--- config.mk ---
export PLATFORM = sky130hd
export DESIGN_NAME = ordered_list_insert_delete
export DESIGN_NICKNAME = d
export VERILOG_FILES = /design/src/sv/olid_pkg.sv /design/src/sv/ordered_list_insert_delete.sv /design/src/sv/olid_cell.sv
export SDC_FILE = /design/constraint.sdc
export NUM_CORES = 2
export LEC_CHECK = 0
export ABC_AREA = 1
export BUFFER_PORTS_ARGS = -buffer_cell sky130_fd_sc_hd__clkbuf_2
export CELL_PAD_IN_SITES_DETAIL_PLACEMENT = 1
export CELL_PAD_IN_SITES_GLOBAL_PLACEMENT = 2
export CORE_MARGIN = 2
export CORE_UTILIZATION = 33
export DETAILED_ROUTE_END_ITERATION = 10
export PLACE_DENSITY = 0.85
export SYNTH_ARGS = -nofsm -noshare
export SYNTH_HDL_FRONTEND = slang
export SYNTH_SLANG_ARGS = --single-unit
--- constraint.sdc ---
create_clock -name i_clk -period 4.45 [get_ports i_clk]
set_input_delay 0 -clock i_clk [delete_from_list [all_inputs] [get_ports i_clk]]
set_output_delay 0 -clock i_clk [all_outputs]
set_load 0.02 [all_outputs]
--- src/sv/olid_pkg.sv ---
// types and constants shared by the ordered list cells and the top level
`default_nettype none
package olid_pkg;

    localparam int DEFAULT_DEPTH = 16;
    localparam int DATA_W        = 32;

    typedef enum logic [1:0] {
        CMD_INS_FRONT = 2'd0,
        CMD_INS_BACK  = 2'd1,
        CMD_DELETE    = 2'd2,
        CMD_DISPLAY   = 2'd3
    } t_cmd;

    typedef enum logic [1:0] {
        STS_DONE      = 2'd0,
        STS_NOT_FOUND = 2'd1,
        STS_FULL      = 2'd2,
        STS_EMPTY     = 2'd3
    } t_status;

    typedef enum logic {
        ST_IDLE,
        ST_SHOW
    } t_state;

    typedef struct packed {
        logic ins_front;
        logic ins_back;
        logic del;
        logic rot;
    } t_cell_ctl;

endpackage
`default_nettype wire

--- src/sv/ordered_list_insert_delete.sv ---
// ordered list of signed values kept in a chain of cells, with insert, delete and display
//
//  beat      | direction | strobe            | payload
//  ----------+-----------+-------------------+--------------------------------
//  command   | in        | start && !busy    | i_cmd, i_operand_value
//  result    | out       | o_valid           | o_status, o_element, o_last
//
// insert and delete leave busy low; a command may follow in the next cycle
// display holds busy while the ring of occupied cells rotates once, one entry
//   a cycle, head of the chain on o_element
// results appear in the cycle after the edge that accepts or produces them
// synchronous active-low reset empties the list; the receiver cannot stall
`default_nettype none
module ordered_list_insert_delete #(
    parameter int DEPTH = olid_pkg::DEFAULT_DEPTH
) (
    input  wire                                    i_clk,
    input  wire                                    i_rst_n,
    input  wire                                    start,
    output logic                                   busy,
    input  wire [1:0]                              i_cmd,
    input  wire logic signed [olid_pkg::DATA_W-1:0] i_operand_value,
    output logic                                   o_valid,
    output logic [1:0]                             o_status,
    output logic signed [olid_pkg::DATA_W-1:0]     o_element,
    output logic                                   o_last
);
    import olid_pkg::*;

    localparam int CW = $clog2(DEPTH + 1);

    t_state                   r_state;
    t_state                   n_state;
    logic [CW-1:0]            r_count;
    logic [CW-1:0]            n_count;
    logic [CW-1:0]            r_left;
    logic [CW-1:0]            n_left;
    logic                     r_valid;
    logic                     n_valid;
    logic [1:0]               r_status;
    logic [1:0]               n_status;
    logic signed [DATA_W-1:0] r_element;
    logic signed [DATA_W-1:0] n_element;
    logic                     r_last;
    logic                     n_last;

    t_cell_ctl                ctl;
    logic                     accept;
    logic                     full;
    logic                     found;
    logic [DEPTH:0]           hit;
    logic signed [DATA_W-1:0] value [DEPTH];

    assign accept = start && (r_state == ST_IDLE);
    assign full   = r_count == CW'(DEPTH);
    assign found  = hit[DEPTH];
    assign hit[0] = 1'b0;

    genvar g;
    generate
        for (g = 0; g < DEPTH; g++) begin : g_cell
            logic signed [DATA_W-1:0] left_value;
            logic signed [DATA_W-1:0] right_value;
            if (g == 0) begin : g_first
                assign left_value = i_operand_value;
            end else begin : g_inner_left
                assign left_value = value[g-1];
            end
            if (g == DEPTH - 1) begin : g_final
                assign right_value = '0;
            end else begin : g_inner_right
                assign right_value = value[g+1];
            end
            olid_cell #(
                .IDX (g),
                .CW  (CW)
            ) u_cell (
                .i_clk         (i_clk),
                .i_ctl         (ctl),
                .i_count       (r_count),
                .i_key         (i_operand_value),
                .i_left_value  (left_value),
                .i_right_value (right_value),
                .i_head        (value[0]),
                .i_hit         (hit[g]),
                .o_hit         (hit[g+1]),
                .o_value       (value[g])
            );
        end
    endgenerate

    // next state
    always_comb begin
        n_state = r_state;
        case (r_state)
            ST_IDLE: begin
                if (accept && (i_cmd == CMD_DISPLAY) && (r_count != '0)) begin
                    n_state = ST_SHOW;
                end
            end
            ST_SHOW: begin
                if (r_left == CW'(1)) begin
                    n_state = ST_IDLE;
                end
            end
            default: n_state = ST_IDLE;
        endcase
    end

    // datapath control and result
    always_comb begin
        ctl       = '0;
        n_count   = r_count;
        n_left    = r_left;
        n_valid   = 1'b0;
        n_status  = STS_DONE;
        n_element = '0;
        n_last    = 1'b1;
        case (r_state)
            ST_IDLE: begin
                if (accept) begin
                    n_valid = 1'b1;
                    case (i_cmd)
                        CMD_INS_FRONT, CMD_INS_BACK: begin
                            if (full) begin
                                n_status = STS_FULL;
                            end else begin
                                ctl.ins_front = i_cmd == CMD_INS_FRONT;
                                ctl.ins_back  = i_cmd == CMD_INS_BACK;
                                n_count       = r_count + CW'(1);
                            end
                        end
                        CMD_DELETE: begin
                            if (found) begin
                                ctl.del = 1'b1;
                                n_count = r_count - CW'(1);
                            end else begin
                                n_status = STS_NOT_FOUND;
                            end
                        end
                        default: begin
                            if (r_count == '0) begin
                                n_status = STS_EMPTY;
                            end else begin
                                n_valid = 1'b0;
                                n_left  = r_count;
                            end
                        end
                    endcase
                end
            end
            ST_SHOW: begin
                ctl.rot   = 1'b1;
                n_valid   = 1'b1;
                n_element = value[0];
                n_last    = r_left == CW'(1);
                n_left    = r_left - CW'(1);
            end
            default: ;
        endcase
    end

    always_ff @(posedge i_clk) begin
        if (!i_rst_n) begin
            r_state <= ST_IDLE;
            r_count <= '0;
            r_left  <= '0;
            r_valid <= 1'b0;
        end else begin
            r_state <= n_state;
            r_count <= n_count;
            r_left  <= n_left;
            r_valid <= n_valid;
        end
    end

    always_ff @(posedge i_clk) begin
        r_status  <= n_status;
        r_element <= n_element;
        r_last    <= n_last;
    end

    assign busy      = r_state != ST_IDLE;
    assign o_valid   = r_valid;
    assign o_status  = r_status;
    assign o_element = r_element;
    assign o_last    = r_last;

    a_count_bound: assert property (@(posedge i_clk) disable iff (!i_rst_n)
        r_count <= CW'(DEPTH))
        else $error("entry count beyond depth");

    a_show_left: assert property (@(posedge i_clk) disable iff (!i_rst_n)
        (r_state == ST_SHOW) |-> (r_left != '0) && (r_left <= r_count))
        else $error("display counter out of range");

    a_show_end: assert property (@(posedge i_clk) disable iff (!i_rst_n)
        (r_state == ST_SHOW) && (r_left == CW'(1)) |=> !busy && o_valid && o_last)
        else $error("display did not close with a last beat");

    a_full_report: assert property (@(posedge i_clk) disable iff (!i_rst_n)
        accept && full && (i_cmd == CMD_INS_FRONT || i_cmd == CMD_INS_BACK)
        |=> o_valid && (o_status == STS_FULL) && $stable(r_count))
        else $error("insert into full list not reported");

endmodule
`default_nettype wire

--- src/sv/olid_cell.sv ---
// one list slot: holds an entry, matches a key and moves data to or from its neighbours
`default_nettype none
module olid_cell #(
    parameter int IDX = 0,
    parameter int CW  = 5
) (
    input  wire                                    i_clk,
    input  wire olid_pkg::t_cell_ctl               i_ctl,
    input  wire [CW-1:0]                           i_count,
    input  wire logic signed [olid_pkg::DATA_W-1:0] i_key,
    input  wire logic signed [olid_pkg::DATA_W-1:0] i_left_value,
    input  wire logic signed [olid_pkg::DATA_W-1:0] i_right_value,
    input  wire logic signed [olid_pkg::DATA_W-1:0] i_head,
    input  wire                                    i_hit,
    output logic                                   o_hit,
    output logic signed [olid_pkg::DATA_W-1:0]     o_value
);
    import olid_pkg::*;

    logic signed [DATA_W-1:0] r_value;
    logic signed [DATA_W-1:0] n_value;
    logic                     occupied;
    logic                     at_back;
    logic                     is_tail;
    logic                     match;

    assign occupied = CW'(IDX) < i_count;
    assign at_back  = CW'(IDX) == i_count;
    assign is_tail  = CW'(IDX + 1) == i_count;
    assign match    = occupied && (r_value == i_key);
    assign o_hit    = i_hit | match;
    assign o_value  = r_value;

    always_comb begin
        n_value = r_value;
        if (i_ctl.ins_front) begin
            n_value = i_left_value;
        end else if (i_ctl.ins_back && at_back) begin
            n_value = i_key;
        end else if (i_ctl.del && (i_hit || match)) begin
            n_value = i_right_value;
        end else if (i_ctl.rot) begin
            n_value = is_tail ? i_head : i_right_value;
        end
    end

    always_ff @(posedge i_clk) begin
        r_value <= n_value;
    end

endmodule
`default_nettype wire

==> flow_summary.json <==
{
  "ys_ff_latch": 559,
  "swShare_pct": 36.6,
  "final_net_count": 6693,
  "grtUsageTotal_pct": 40.2,
  "hp-start": "i_operand_value[16]",
  "drt-total-wl_mm": 287,
  "clk_latency_ns": 0.71,
  "slew_violations": 0,
  "num_vias": 51500,
  "numCtsBuffers": 78,
  "cp_top_family": "simple AND/OR/NAND/NOR gates",
  "grt_start_max_net_pins": 209,
  "timing.fmax_mhz": 232,
  "die_w_um": 373,
  "rr_endpoint": "g_cell[15].u_cell.o_value[11]",
  "viasPerCell": 6.07,
  "critPathBufInv": 4,
  "firstDrtPassIters": 6,
  "synthCells": 6698,
  "layout-drive-gt1-share_pct": 10.1,
  "final_hold_viol_count": 0,
  "final_cell_area_mm2": 0.0510,
  "combPwrFrac_pct": 22.7,
  "critPathCaptureType": "register",
  "period_share_pct": 96.8,
  "drt.antenna.violating_nets": 0,
  "htree_levels": 3,
  "skew_ns": 0.0358,
  "synthArstFlopShare_pct": 0,
  "antenna_found_initial": 9,
  "syn_nets": 6742,
  "ff_latch_area_mm2": 0.0163,
  "maxCapViolCount": 0,
  "fill_cells": 17000,
  "min_path_type": "input pin to register",
  "grt_pass1_vias": 50500,
  "synth_edf_count": 512,
  "rsz0062_at_grt": "no",
  "die_h_um": 373,
  "grt_pass1_wl_mm": 398,
  "r2r_start": "g_cell[0].u_cell.o_value[0]",
  "gr-total-overflow": 0,
  "rrSetupSlack_ns": 0.14,
  "seq_power_share_pct": 39.8,
  "io_buffers": 73,
  "yosysWarningCount": 0,
  "pwr-share-clk_pct": 37.5,
  "cpMaxStageDelayCell": "edfxtp_1",
  "layout_commonest_cell": "nand2_1",
  "switching_power_mw": 6.26,
  "hpwl_mm": 205,
  "cp-start-kind": "register",
  "multi_input_area_mm2": 0.0245,
  "run_status": "finished, final reports clean",
  "cpPeakStageDelay_ns": 0.51,
  "die_area_mm2": 0.139,
  "avgSynthCellArea_um2": 6.69,
  "wl_per_cell_um": 33.8,
  "clock_sinks": 559,
  "area_growth_pct": 13.8,
  "finalNonFillerCells": 8495,
  "intPower_mw": 10.8,
  "worstSetupPathType": "register to register",
  "drcViolationCount": 0,
  "rows": 135,
  "hold-path-cell-count": 4,
  "cts_root_buf": "clkbuf_16",
  "rr_worst_depth": 21,
  "path_common_cell": "nand2_1",
  "path_max_fanout": 16,
  "peakVddDrop_v": 0.000244,
  "synthFlopType": "edfxtp_1",
  "drt_iter0_drc": 6565,
  "powerDensity_mw_per_mm2": 335,
  "setup_viol": 0,
  "synth_seq_area_share_pct": 36.4,
  "relSlewSlack_pct": 10.6,
  "clk_pin_slew_ns": 0.06,
  "cp.required_ns": 4.89,
  "place_inst": 8339,
  "cts_tree": "built",
  "placed_area_mm2": 0.0484,
  "cp_cell_sequence": "buf_4, inv_1, nand2_1, o21ai_0, nor2_1, nand2_1, nor2_1, nand4_1, nand3_2, nor2_4, nand4_1, nor2_4, nand4_1, nor2_2, nand2_1, nor2_1, nand3_1, nand2_1, buf_4, nand3_2, buf_12",
  "clk_path_buf_depth": 3,
  "hold_path_end": "g_cell[0].u_cell.o_value[16]",
  "core_mm2": 0.135,
  "crit_arrival_ns": 4.75,
  "gp_congestion": 1.02,
  "netlist_area_mm2": 0.0448,
  "p_leak_nw": 22.4,
  "synth_cell_types": 56,
  "start_util_pct": 33.2,
  "min_period_ns": 4.31,
  "cts_setup_buffers": 0,
  "tightest_slew_ns": 1.34,
  "num_io_pins": 74,
  "final_cell_mix": "2360 x nand2_1, 1038 x nand3_1, 512 x edfxtp_1, 484 x inv_1, 301 x o21ai_0"
}
-- worst register-to-register path, stage by stage, from the launching register on --
cell      delay [ns]
edfxtp_1        0.51
buf_4           0.31
inv_1           0.09
nand2_1         0.07
o21ai_0         0.12
nor2_1          0.08
nand2_1         0.07
nor2_1          0.05
nand4_1         0.27
nand3_2         0.20
nor2_4          0.19
nand4_1         0.24
nor2_4          0.24
nand4_1         0.21
nor2_2          0.23
nand2_1         0.10
nor2_1          0.14
nand3_1         0.11
nand2_1         0.11
buf_4           0.25
nand3_2         0.20
buf_12          0.25
-- timing repair --
action,in CTS,in global routing
pin swaps,0,2
resized for setup,3,6
setup endpoints to repair,115,115
hold buffers,11,0
hold endpoints to repair,25,0
-- through the flow --
| stage | setup slack, ns | TNS (ns) | util [%] | hold slack, ns | power (mW) |
|---|---|---|---|---|---|
| after floorplan | 0.237 | 0 | - | 0.128 | 8.62 |
| after detailed placement | -0.335 | -18.78 | 35.8 | 0.382 | 10.6 |
| after CTS | 0.0345 | 0 | 37.7 | 0.000883 | 17.0 |
| after global placement | -0.313 | -25.25 | 35.8 | 0.376 | 10.6 |
| final | 0.143 | 0 | 37.7 | 0.0444 | 17.1 |
| after global routing | 0.0730 | 0 | 37.7 | 0.0760 | 17.5 |
-- worst max-delay path by stage --
stage | startpoint | end | slack, ns | cells past startpoint
2_1_floorplan | r_count[2] | g_cell[13].u_cell.o_value[0] | 0.24 | 16
3_3_place_gp | i_operand_value[5] | g_cell[15].u_cell.o_value[11] | -0.31 | 21
3_5_place_dp | i_operand_value[8] | g_cell[15].u_cell.o_value[11] | -0.34 | 23
4_1_cts | g_cell[0].u_cell.o_value[0] | g_cell[15].u_cell.o_value[11] | 0.03 | 22
5_1_grt | g_cell[0].u_cell.o_value[0] | g_cell[15].u_cell.o_value[11] | 0.07 | 21
6_report | g_cell[0].u_cell.o_value[0] | g_cell[15].u_cell.o_value[11] | 0.14 | 21
-- kinds of logic (layout without fill, tap and decap cells) --
logic type,count (synthesis),after routing,synth area share (%)
AOI/OAI and AO/OA,640,640,7.39
xor gates and xnor gates,326,326,6.37
adders and majority gates,7,7,0.195
buffers and inverters,1041,1053,9.31
DFF,559,559,36.4
muxes,2,2,0.0502
other,0,4,0
and+or+nand+nor,4123,4123,40.3
-- cell type report --
| cell class | count | share of cell area [%] |
|---|---|---|
| timing repair buffer | 407 | 7.18 |
| sequential | 559 | 32.0 |
| multi-input combinational | 5098 | 48.0 |
| tap | 1781 | 4.37 |
| antenna | 4 | 0.0196 |
| clock inverter | 36 | 0.652 |
| inverter | 505 | 3.73 |
| clock buffer | 105 | 4.10 |
-- sequential cells by signal, summed over array words and instances (netlist names) --
register and flops:
g_cell.u_cell.o_value 512, o_valid 1, o_element 32, o_last 1, o_status 2, r_count 5
busy 1, r_left 5
-- power by group through the flow --
| stage | Combinational, mW | Clock (mW) | Sequential, mW |
|---|---|---|---|
| final | 3.89 | 6.41 | 6.80 |
| after global routing | 4.07 | 6.62 | 6.80 |
| after CTS | 3.75 | 6.44 | 6.78 |
| after detailed placement | 3.73 | 0 | 6.88 |
| after global placement | 3.67 | 0 | 6.88 |
| after floorplan | 2.04 | 0 | 6.57 |
-- routing by layer --
metal	part of all wire [%]	global-route usage [%]
met2	43	61.2
met5	0	0
met4	7.8	26.3
met3	9.9	8.12
met1	39	51.5
-- Yosys cell counts, drive strengths merged, types with 2 or more instances --
cell type | n | area (um2)
nand4 | 160 | 1050
edfxtp | 512 | 15400
o22ai | 14 | 87.6
ha | 7 | 87.6
mux2 | 2 | 22.5
inv | 499 | 1870
a221oi | 2 | 17.5
a2111oi | 3 | 26.3
o21ai | 302 | 1510
nand3b | 16 | 120
a21oi | 297 | 1490
or2 | 97 | 609
clkbuf | 332 | 1250
o211ai | 3 | 22.5
nand2 | 2377 | 8950
a31oi | 2 | 12.5
nand3 | 1052 | 5390
or4 | 3 | 22.5
nor3b | 10 | 75.1
dfxtp | 47 | 941
o2111ai | 13 | 114
and2 | 5 | 31.3
buf | 204 | 1030
nor2b | 4 | 25.0
nor4b | 3 | 26.3
nor4 | 53 | 332
xnor2 | 224 | 1960
and3 | 5 | 31.3
xor2 | 102 | 893
nor3 | 66 | 335
nor2 | 271 | 1070
clkinv | 6 | 22.5
Note: power is estimated with default switching activity, not from simulation.
